File: config.mk
export PLATFORM = sky130hd
export DESIGN_NAME = tv_artifact_palette_generator
export DESIGN_NICKNAME = d
export VERILOG_FILES = /design/src/hw/rtl/tvap_pkg.sv /design/src/hw/rtl/tvap_base.sv /design/src/hw/rtl/tvap_blend.sv /design/src/hw/rtl/tvap_post.sv /design/src/hw/rtl/tv_artifact_palette_generator.sv
export SDC_FILE = /design/constraint.sdc
export NUM_CORES = 2
export LEC_CHECK = 0
export ABC_AREA = 1
export BUFFER_PORTS_ARGS = -buffer_cell sky130_fd_sc_hd__buf_2
export CORE_AREA = 2 2 416 418
export CTS_CLUSTER_DIAMETER = 60
export DETAILED_ROUTE_END_ITERATION = 16
export DIE_AREA = 0 0 418 420
export SLEW_MARGIN = 5
export SYNTH_ARGS = -nofsm -noshare
export SYNTH_HDL_FRONTEND = slang
export SYNTH_HIERARCHICAL = 1
export SYNTH_SLANG_ARGS = --single-unit
File: constraint.sdc
create_clock -name clk -period 18.45 [get_ports clk]
set_input_delay 1.845 -clock clk [delete_from_list [all_inputs] [get_ports clk]]
set_output_delay 1.845 -clock clk [all_outputs]
set_load 0.01 [all_outputs]
File: src/hw/rtl/tvap_pkg.sv
// ----------------------------------------------------------------------------
// tvap_pkg
// Shared types, constants and helper functions of the artifact palette
// generator pipeline.
// ----------------------------------------------------------------------------
package tvap_pkg;

  // Configuration register indexes.
  typedef enum logic [2:0] {
    REG_NOISE      = 3'd0,
    REG_GHOST      = 3'd1,
    REG_SCANLINE   = 3'd2,
    REG_BRIGHTNESS = 3'd3,
    REG_CONTRAST   = 3'd4,
    REG_SATURATION = 3'd5,
    REG_MODE       = 3'd6
  } reg_index_t;

  localparam int CfgIndexWidth = 3;
  localparam int CfgDataWidth  = 9;

  // Reset values of the level registers.
  localparam logic [7:0] BrightnessReset = 8'd128;
  localparam logic [7:0] ContrastReset   = 8'd64;
  localparam logic [7:0] SaturationReset = 8'd255;

  // Reciprocals for division by constants. Each is exact over the value
  // range that reaches it.
  localparam logic [20:0] Recip1000 = 21'd1073742;  // ceil(2^30 / 1000)
  localparam int          Shift1000 = 30;
  localparam logic [18:0] Recip255  = 19'd263173;   // ceil(2^26 / 255)
  localparam int          Shift255  = 26;
  localparam logic [7:0]  Recip3    = 8'd171;       // ceil(2^9 / 3)
  localparam int          Shift3    = 9;

  localparam logic [4:0]  RampBias  = 5'd9;
  localparam logic [16:0] RampScale = 17'd125;      // 1000 / 16, times two

  typedef struct packed {
    logic signed [8:0] noise;
    logic signed [8:0] ghost;
    logic signed [7:0] ghost3;
    logic signed [8:0] scanline;
    logic [7:0]        brightness;
    logic [7:0]        contrast;
    logic [7:0]        saturation;
    logic              inverse;
    logic              vibrant;
    logic              scan_en;
  } cfg_t;

  // Color number, ramp level and the index bits that ride along.
  typedef struct packed {
    logic [3:0] c;
    logic [9:0] base;
    logic [3:0] nib;
  } base_out_t;

  // Blended channel quotient magnitudes and signs (red, green, blue).
  typedef struct packed {
    logic [2:0][9:0]    qmag;
    logic [2:0]         neg;
    logic signed [11:0] grey;
    logic [3:0]         nib;
  } blend_out_t;

  // Distance from the base level to the top level of the ramp.
  function automatic logic [9:0] tvap_span(input logic upper, input logic [7:0] con);
    logic [9:0] lo;
    logic [9:0] half;
    lo   = {1'b0, con, 1'b0};
    half = upper ? {3'b000, con[7:1]} : 10'd0;
    return lo + half;
  endfunction

  function automatic logic [7:0] tvap_clamp14(input logic signed [13:0] v);
    logic [7:0] r;
    if (v[13]) begin
      r = 8'd0;
    end else if (v > 14'sd255) begin
      r = 8'd255;
    end else begin
      r = v[7:0];
    end
    return r;
  endfunction

  function automatic logic [7:0] tvap_clamp10(input logic signed [9:0] v);
    logic [7:0] r;
    if (v[9]) begin
      r = 8'd0;
    end else if (v[8]) begin
      r = 8'd255;
    end else begin
      r = v[7:0];
    end
    return r;
  endfunction

endpackage

File: src/hw/rtl/tvap_base.sv
// ----------------------------------------------------------------------------
// tvap_base
// Stages one to three: color number, ramp step and the ramp level of the
// color (the divide by 1000 done as a reciprocal multiply).
// ----------------------------------------------------------------------------
module tvap_base
  import tvap_pkg::*;
(
  input  logic       clk,
  input  cfg_t       cfg,
  input  logic [3:1] en,
  input  logic [7:0] idx,
  output base_out_t  out
);

  logic [3:0]  c_in;
  logic [9:0]  span;
  logic [16:0] span_scaled;

  logic [15:0] s1_diff;
  logic [3:0]  s1_c;
  logic [3:0]  s1_nib;

  logic [4:0]  ramp_k;
  logic [20:0] ramp_prod;

  logic [19:0] s2_x;
  logic [3:0]  s2_c;
  logic [3:0]  s2_nib;

  logic [40:0] div_prod;

  // Inverse mode mirrors the low three bits of the color number.
  assign c_in        = cfg.inverse ? {idx[7], ~idx[6:4]} : idx[7:4];
  assign span        = tvap_span(c_in[3], cfg.contrast);
  assign span_scaled = 17'(span) * RampScale;

  always_ff @(posedge clk) begin
    if (en[1]) begin
      s1_diff <= span_scaled[16:1];
      s1_c    <= c_in;
      s1_nib  <= idx[3:0];
    end
  end

  assign ramp_k    = 5'(s1_c[2:0]) + RampBias;
  assign ramp_prod = 21'(s1_diff) * 21'(ramp_k);

  always_ff @(posedge clk) begin
    if (en[2]) begin
      s2_x   <= ramp_prod[19:0];
      s2_c   <= s1_c;
      s2_nib <= s1_nib;
    end
  end

  assign div_prod = 41'(s2_x) * 41'(Recip1000);

  always_ff @(posedge clk) begin
    if (en[3]) begin
      out.base <= div_prod[Shift1000 +: 10];
      out.c    <= s2_c;
      out.nib  <= s2_nib;
    end
  end

endmodule

File: src/hw/rtl/tvap_blend.sv
// ----------------------------------------------------------------------------
// tvap_blend
// Stages four and five: channel distance from grey scaled by saturation,
// then the signed divide by 255 as a magnitude reciprocal multiply.
// ----------------------------------------------------------------------------
module tvap_blend
  import tvap_pkg::*;
(
  input  logic       clk,
  input  cfg_t       cfg,
  input  logic [5:4] en,
  input  base_out_t  in,
  output blend_out_t out
);

  logic signed [9:0]  b0;
  logic signed [10:0] basev;
  logic signed [11:0] grey;
  logic [9:0]         span;
  logic [2:0]         chan_bit;
  logic signed [11:0] term [3];
  logic signed [11:0] dch [3];
  logic signed [20:0] prod [3];

  logic signed [20:0] s4_p [3];
  logic signed [11:0] s4_grey;
  logic [3:0]         s4_nib;

  logic [17:0] mag [3];
  logic [36:0] qprod [3];

  assign b0    = $signed(10'(cfg.brightness) - 10'(cfg.contrast));
  // Colors zero and eight take the base level itself as their ramp level.
  assign basev = (in.c[2:0] == 3'd0) ? 11'(b0) : $signed({1'b0, in.base});
  assign grey  = 12'(b0) + 12'(basev);
  assign span  = tvap_span(in.c[3], cfg.contrast);

  // Red, green and blue sit on color bits one, two and zero.
  assign chan_bit = {in.c[0], in.c[2], in.c[1]};

  always_comb begin
    for (int k = 0; k < 3; k++) begin
      if (!chan_bit[k]) begin
        term[k] = 12'sd0;
      end else if (cfg.vibrant) begin
        term[k] = $signed({2'b00, span});
      end else begin
        term[k] = 12'(basev);
      end
      dch[k]  = term[k] - 12'(basev);
      prod[k] = 21'(dch[k]) * $signed({13'd0, cfg.saturation});
    end
  end

  always_ff @(posedge clk) begin
    if (en[4]) begin
      for (int k = 0; k < 3; k++) begin
        s4_p[k] <= prod[k];
      end
      s4_grey <= grey;
      s4_nib  <= in.nib;
    end
  end

  always_comb begin
    for (int k = 0; k < 3; k++) begin
      mag[k]   = s4_p[k][20] ? 18'(-s4_p[k]) : 18'(s4_p[k]);
      qprod[k] = 37'(mag[k]) * 37'(Recip255);
    end
  end

  always_ff @(posedge clk) begin
    if (en[5]) begin
      for (int k = 0; k < 3; k++) begin
        out.qmag[k] <= qprod[k][Shift255 +: 10];
        out.neg[k]  <= s4_p[k][20];
      end
      out.grey <= s4_grey;
      out.nib  <= s4_nib;
    end
  end

endmodule

File: src/hw/rtl/tvap_post.sv
// ----------------------------------------------------------------------------
// tvap_post
// Stage six: restore the sign, add grey and the variant offsets, clamp,
// apply the scanline offset and clamp again into the output register.
// ----------------------------------------------------------------------------
module tvap_post
  import tvap_pkg::*;
(
  input  logic        clk,
  input  cfg_t        cfg,
  input  logic        en,
  input  blend_out_t  in,
  output logic [23:0] rgb
);

  logic signed [10:0] add;
  logic signed [13:0] qs [3];
  logic signed [13:0] sum [3];
  logic [7:0]         lvl [3];
  logic signed [9:0]  scan_sum [3];
  logic [7:0]         fin [3];
  logic               scan_on;

  always_comb begin
    add = 11'sd0;
    if (in.nib[0]) begin
      add = add + 11'(cfg.noise);
    end
    if (in.nib[1]) begin
      add = add + 11'(cfg.ghost);
    end
    // The one-third ghost applies when index bit two is set, except to noise plus ghost.
    if (in.nib[2] && (in.nib[1:0] != 2'b11)) begin
      add = add + 11'(cfg.ghost3);
    end
  end

  assign scan_on = in.nib[3] && cfg.scan_en;

  always_comb begin
    for (int k = 0; k < 3; k++) begin
      qs[k]       = in.neg[k] ? -$signed({4'd0, in.qmag[k]}) : $signed({4'd0, in.qmag[k]});
      sum[k]      = qs[k] + 14'(in.grey) + 14'(add);
      lvl[k]      = tvap_clamp14(sum[k]);
      scan_sum[k] = $signed({2'b00, lvl[k]}) + 10'(cfg.scanline);
      fin[k]      = scan_on ? tvap_clamp10(scan_sum[k]) : lvl[k];
    end
  end

  always_ff @(posedge clk) begin
    if (en) begin
      rgb <= {fin[2], fin[1], fin[0]};
    end
  end

endmodule

File: src/hw/rtl/tv_artifact_palette_generator.sv
// ----------------------------------------------------------------------------
// tv_artifact_palette_generator
// Maps an 8-bit palette index to clamped red, green and blue bytes through a
// six-stage pipeline with per-stage valid bits.
// ----------------------------------------------------------------------------
//
//   Channel   Direction  Payload
//   s_*       in         s_tdata[7:0] palette_index
//   m_*       out        m_tdata[7:0] red, [15:8] green, [23:16] blue
//   cfg_*     in         cfg_index register number, cfg_wr_data value
//
// One request enters per clock unless a stall backs up to the input; each
// result passes every stage in order after its request is accepted. The multipliers of the
// ramp step, the divide by 1000 and the divide by 255 each own a stage.
// Reset (synchronous, active high) clears all valid bits and loads the
// register defaults. A stall holds only the stages that are full behind the
// stalled output; empty stages keep filling, so bubbles are squeezed out.
//
module tv_artifact_palette_generator
  import tvap_pkg::*;
(
  input  logic                     clk,
  input  logic                     rst,
  input  logic                     s_tvalid,
  output logic                     s_tready,
  input  logic [7:0]               s_tdata,    // [7:0] palette_index
  output logic                     m_tvalid,
  input  logic                     m_tready,
  output logic [23:0]              m_tdata,    // [7:0] red, [15:8] green, [23:16] blue
  input  logic                     cfg_wr_en,
  input  logic [CfgIndexWidth-1:0] cfg_index,
  input  logic [CfgDataWidth-1:0]  cfg_wr_data
);

  cfg_t cfg;

  logic [6:1] vld;
  logic [6:1] rdy;

  logic [8:0]  ghost_mag;
  logic [16:0] ghost_prod;
  logic [7:0]  ghost_third;
  logic [7:0]  ghost3_next;

  base_out_t  base_q;
  blend_out_t blend_q;

  // One third of the written ghost offset, truncated toward zero. It is
  // stored together with the ghost register in the same write.
  assign ghost_mag   = cfg_wr_data[8] ? 9'(-cfg_wr_data) : cfg_wr_data;
  assign ghost_prod  = 17'(ghost_mag) * 17'(Recip3);
  assign ghost_third = {1'b0, ghost_prod[Shift3 +: 7]};
  assign ghost3_next = cfg_wr_data[8] ? -ghost_third : ghost_third;

  // Configuration registers. Writes to an unused index are dropped.
  always_ff @(posedge clk) begin
    if (rst) begin
      cfg.noise      <= '0;
      cfg.ghost      <= '0;
      cfg.ghost3     <= '0;
      cfg.scanline   <= '0;
      cfg.brightness <= BrightnessReset;
      cfg.contrast   <= ContrastReset;
      cfg.saturation <= SaturationReset;
      cfg.inverse    <= 1'b0;
      cfg.vibrant    <= 1'b0;
      cfg.scan_en    <= 1'b0;
    end else if (cfg_wr_en) begin
      case (cfg_index)
        REG_NOISE:      cfg.noise      <= $signed(cfg_wr_data);
        REG_GHOST: begin
          cfg.ghost  <= $signed(cfg_wr_data);
          cfg.ghost3 <= $signed(ghost3_next);
        end
        REG_SCANLINE:   cfg.scanline   <= $signed(cfg_wr_data);
        REG_BRIGHTNESS: cfg.brightness <= cfg_wr_data[7:0];
        REG_CONTRAST:   cfg.contrast   <= cfg_wr_data[7:0];
        REG_SATURATION: cfg.saturation <= cfg_wr_data[7:0];
        REG_MODE: begin
          cfg.inverse <= cfg_wr_data[0];
          cfg.vibrant <= cfg_wr_data[1];
          cfg.scan_en <= cfg_wr_data[2];
        end
        default: ;
      endcase
    end
  end

  // A stage may load when it is empty or when the stage after it moves.
  always_comb begin
    rdy[6] = !vld[6] || m_tready;
    for (int k = 5; k >= 1; k--) begin
      rdy[k] = !vld[k] || rdy[k+1];
    end
  end

  always_ff @(posedge clk) begin
    if (rst) begin
      vld <= '0;
    end else begin
      if (rdy[1]) begin
        vld[1] <= s_tvalid;
      end
      for (int k = 2; k <= 6; k++) begin
        if (rdy[k]) begin
          vld[k] <= vld[k-1];
        end
      end
    end
  end

  assign s_tready = rdy[1];
  assign m_tvalid = vld[6];

  tvap_base u_base (
    .clk (clk),
    .cfg (cfg),
    .en  (rdy[3:1]),
    .idx (s_tdata),
    .out (base_q)
  );

  tvap_blend u_blend (
    .clk (clk),
    .cfg (cfg),
    .en  (rdy[5:4]),
    .in  (base_q),
    .out (blend_q)
  );

  tvap_post u_post (
    .clk (clk),
    .cfg (cfg),
    .en  (rdy[6]),
    .in  (blend_q),
    .rgb (m_tdata)
  );

endmodule

; Yosys cells after proc, flatten, opt, wreduce, memory -nomap -nowiden
; Memories as Yosys holds them, arrays and structs flattened.
; Cells that the tools add are included.
[totals]
ff_bits = 227
ramBits = 63
output_inout_bits = 26
word_cells = 142
mem_count = 1
[op_classes]
n_addsub = 27
n_mul = 10
n_lt_le_gt_ge = 3
n_eq_ne = 7
n_mux = 36
n_bitwise = 1
n_reduce_logical = 23
[mem_list]
columns = memory, depth, word_bits, read_ports, rd_ports_with_merged_regs, write_ports, line
row1 = u_blend.s4_p, 3, 21, 3, 0, 3, tvap_blend.sv:25  ; logic signed [20:0] s4_p [3];
[op_table]
columns = op, count
row1 = $mux 8, 16
row2 = $mul 18x19->36 const B, 3
row3 = $mul 12x9->21, 3
row4 = $mux 18, 3
row5 = $neg 18->18, 3
row6 = $mux 12, 4
row7 = $mux 11, 4
row8 = $add 14x11->14, 3
row9 = $add 14x12->14, 3
row10 = $gt 14x9->1 const B, 3
row11 = $mux 14, 3
row12 = $neg 10->14, 3
row13 = $mul 20x20->39 const B, 1
row14 = $sub 12x11->12, 3
row15 = $add 9x9->10, 3
row16 = $add 9x10->10, 2
row17 = $mul 16x5->20, 1
row18 = $mul 10x7->17 const B, 1
row19 = $mul 9x8->16 const B, 1
row20 = $mux 7, 2
row21 = $reduce_and 2->1, 7
row22 = $add 9x11->12, 1
row23 = $add 11x8->11, 1
row24 = $add 11x9->11, 1
row25 = 16 further kinds, 32

; Logic depth before layout (Yosys ltp)
[logic_depth]
word_depth = 13
depth_mapped = 47
depth_no_buf = 46

; By module
; The synthesis kept the hierarchy.
[modules_own_cells]
columns = mod, n_inst, cells_each, area_each_um2, seq_area_each_um2
row1 = tvap_blend, 1, 3362, 26392.8, 3663.5
row2 = tvap_base, 1, 1567, 12972.4, 2102.0
row3 = tvap_post, 1, 1135, 7404.6, 720.7
row4 = tv_artifact_palette_generator, 1, 570, 4171.5, 1361.3

; Worst setup path before layout
; OpenSTA, ideal clock, no wires.
[synth_timing]
path_kind = input-to-output
start = input port m_tready
end = output port s_tready
arrival_ps = 6368
required_ps = 16605
slack_ps = 10237
stages = 10
cell_sequence = nor2_1 -> inv_1 -> nor2_1 -> inv_1 -> nor2_1 -> inv_1 -> nor2_1 -> inv_1 -> nor2_1 -> nand2_1
[synth_via]
elab_chain_len = 6
[synth_lines]
columns = item, line
row1 = from (decl), tv_artifact_palette_generator.sv:28  ; input logic m_tready,
row2 = $logic_or 1x1->1, tv_artifact_palette_generator.sv:91  ; rdy[6] = !vld[6] || m_tready;
row3 = named net rdy (one bit), tv_artifact_palette_generator.sv:38  ; logic [6:1] rdy;
row4 = $logic_or 1x1->1, tv_artifact_palette_generator.sv:93  ; rdy[k] = !vld[k] || rdy[k+1];
row5 = named net rdy (one bit), tv_artifact_palette_generator.sv:38
row6 = $logic_or 1x1->1, tv_artifact_palette_generator.sv:93
row7 = named net rdy (one bit), tv_artifact_palette_generator.sv:38
row8 = $logic_or 1x1->1, tv_artifact_palette_generator.sv:93
row9 = named net rdy (one bit), tv_artifact_palette_generator.sv:38
row10 = $logic_or 1x1->1 (2 in series), tv_artifact_palette_generator.sv:93
row11 = to (decl), tv_artifact_palette_generator.sv:25  ; output logic s_tready,
; The timed path passes the listed nets, and every way through them passes these cells.

==> results.cfg <==
[cells_and_area]
syn_to_final_growth_pct = 8.668
layout-drive-gt1-share = 0.04574
nNetsFinal = 8045
nFillCells = 17930

[outcome]
outcome = finished, final reports clean

[timing]
finalCritPeriodShare = 0.4435
maxSlewViolCount = 0
final.min_clock_period_ns = 8.182
setup-violations-final = 0
max-slew-margin-rel = 0.2522
finalSetupTns_ns = 0
fmax_mhz = 122.2
grt_setup_unrepaired = no
skew_ns = 0.03606
hold_violations = 0
worst_pin_slew_ns = 1.115

[drt]
drtPass1Iterations = 6
drt-total-wl_mm = 130.0
vias = 41520
drtIter0Drc = 2294
routed_via_density = 4.641
postRouteAntennaNets = 0
wl_per_cell_um = 14.53
drc = 0

[clock_network]
hold_buffers = 0
clk_pin_slew_ns = 0.06
htreeDepth = 2
clock_sinks = 284
cts_setup_buffers = 0
cts-resized-gates = 0
insertion_delay_ns = 0.63
cts-root-buf = clkbuf_16
cts_buffer_depth = 3
cts_made_buffers = 43
cts_tree = done

[synth]
syn-cell-area_sq_um = 50940
ys_seq_area_frac = 0.1541
async_flop_share = 0
synth-main-ff-cell = edfxtp_1
synth_seq_cells = 284
yosysTopAreaCell = ha_1
synth-edff-count = 216
yosysWarningCount = 6
yosysUniqueCellTypes = 71
synth_top_area_frac = 0.2080
synth.most_common_cell = inv_1
avgSynthCellArea_sq_um = 7.679
synthTopCellsByArea = ha_1, fa_1, edfxtp_1
synth_cells = 6634
yosys-top-cells-count = inv_1, nand2_1, ha_1, nor2_1, fa_1

[place]
globalplace.congestion = 0.9126
dp_hpwl_mm = 110.1
io_buffers = 50

[die]
die_h_um = 420
start_util = 0.2979
die_x_um = 418
die_area_sq_um = 175600
placementRows = 152
core_sq_um = 171000
num_io_pins = 51

[worst_setup_path]
slowest_delay_ns = 0.83
worstPathArrival_ns = 8.56
cp_max_fo = 11
worstSetupStartpoint = u_blend/out[0]
cpMostUsedCell = nand2_1
critPathKind = reg2reg
r2r-end = u_post/rgb[8]
reg2reg_depth = 40
crit_end = u_post/rgb[8]
r2r-start = u_blend/out[0]
critPathRequiredTime_ns = 18.83
start_kind = flip-flop
cp_slowest_cell = o21ai_0
r2r_slack_ns = 10.27
worst_setup_path_end_kind = flip-flop

[grt]
antenna_found_initial = 2
grt_use_total = 0.1504
grt_pass1_vias = 41900
grt_pass1_wl_mm = 215.0
gr-total-overflow = 0
grt_max_degree = 61

[job]
maxCapViolations = 0

[worst_hold_path]
hold_path.class = reg2reg
[worst min path at each step]
stage / end / start / cells after the start
floorplan: u_base/out[0] / u_base/s2_nib[0] / 0
global placement: u_blend/out[5] / u_blend/s4_grey[1] / 0
detailed placement: u_base/s2_nib[0] / u_base/s1_nib[0] / 0
CTS: u_base/s2_nib[0] / u_base/s1_nib[0] / 0
global route: u_base/out[1] / u_base/s2_nib[1] / 0
finish: u_base/s2_nib[0] / u_base/s1_nib[0] / 0
[placed cells by master, fill, tap and decap left out, drive strengths merged, types with 4 or more instances in the layout]
master / netlist / routed
edfxtp: 216 / 216
o211ai: 26 / 26
a31oi: 27 / 27
xor2: 167 / 167
a21o: 24 / 24
buf: 14 / 70
a21oi: 327 / 327
nand3b: 13 / 13
clkbuf: 60 / 51
a21boi: 8 / 8
o221ai: 4 / 4
nor2: 531 / 531
nand3: 313 / 313
ha: 847 / 847
dfxtp: 68 / 68
inv: 1489 / 1500
or2: 38 / 38
nand2: 1487 / 1487
clkinv: 9 / 19
a211oi: 7 / 7
nand4: 50 / 50
and2: 5 / 5
nor3: 58 / 58
o31ai: 8 / 8
bufinv: 0 / 5
fa: 496 / 496
xnor2: 78 / 78
o21bai: 27 / 27
nor4: 11 / 11
o22ai: 4 / 4
o21a: 5 / 5
o21ai: 198 / 198
o2111ai: 4 / 4
[registers in the layout, indices dropped and copies added, names as in the netlist]
register,count
u_base/s2_x,20
cfg,62
u_blend/out,49
u_blend/s4_nib,4
u_base/s2_nib,4
u_base/s1_c,4
u_base/s1_diff,16
vld,6
u_post/rgb,24
u_blend/s4_p,57
u_base/out,18
u_blend/s4_grey,12
u_base/s2_c,4
u_base/s1_nib,4
[area by class of cell]
| class | count | area [sq um] | area share |
|---|---|---|---|
| multi-input cells | 4780 | 37150 | 0.6711 |
| well taps | 2233 | 2794 | 0.05047 |
| flip-flops and latches | 284 | 7848 | 0.1418 |
| diodes | 1 | 2.502 | 0.00004520 |
| repair buffers | 70 | 400.4 | 0.007233 |
| clock inverters | 29 | 379.1 | 0.006849 |
| clock buffers | 51 | 1159 | 0.02093 |
| inverters | 1498 | 5627 | 0.1016 |
[cells by family (layout without fill, tap and decap cells)]
logic type | Yosys count | count (layout) | synth area share
multiplexers | 1 | 1 | 0.0001965
flip-flops | 284 | 284 | 0.1541
adder cells (fa/ha/maj) | 1343 | 1343 | 0.4030
other | 1 | 4 | 0.00007361
buffers and inverters | 1572 | 1648 | 0.1169
AND/OR/NAND/NOR | 2512 | 2512 | 0.2075
XOR/XNOR | 245 | 245 | 0.04360
AO/OA/AOI/OAI | 676 | 676 | 0.07474
[through the flow]
step | worst slack (ns) | hold slack (ns) | instance area (sq um) | util | cells
final | 10.27 | 0.4165 | 55360 | 0.3238 | 8946
after global routing | 9.585 | 0.4290 | 55360 | 0.3238 | 8946
after CTS | 10.32 | 0.4184 | 55350 | 0.3238 | 8945
after detailed placement | 10.33 | 0.4045 | 53820 | 0.3148 | 8865
after global placement | 10.46 | 0.4023 | 53820 | 0.3148 | 8865
after floorplan | 10.24 | 0.4003 | 50950 | - | 6636
[worst max-delay path, delay by kind of cell, from the launching register on]
family                   cells  cell delay (ns)
adder cells (fa/ha/maj)      7             2.59
AND/OR/NAND/NOR             22             2.29
AO/OA/AOI/OAI                6             1.80
XOR/XNOR                     3             0.62
flip-flops                   1             0.53
buffers and inverters        2             0.10
[layer usage]
layer	wire length, um	global-route usage	vias up	part of all wire
met3	4756	0.01467	156	0.037
met4	3084	0.03745	2	0.024
li1	-	-	20930	-
met5	13	0	-	0.00010
met2	61770	0.2617	731	0.48
met1	60360	0.1989	19700	0.46
Power is not shown: default switching activity piles up to over one toggle a cycle in this logic, so the estimate is an artifact.
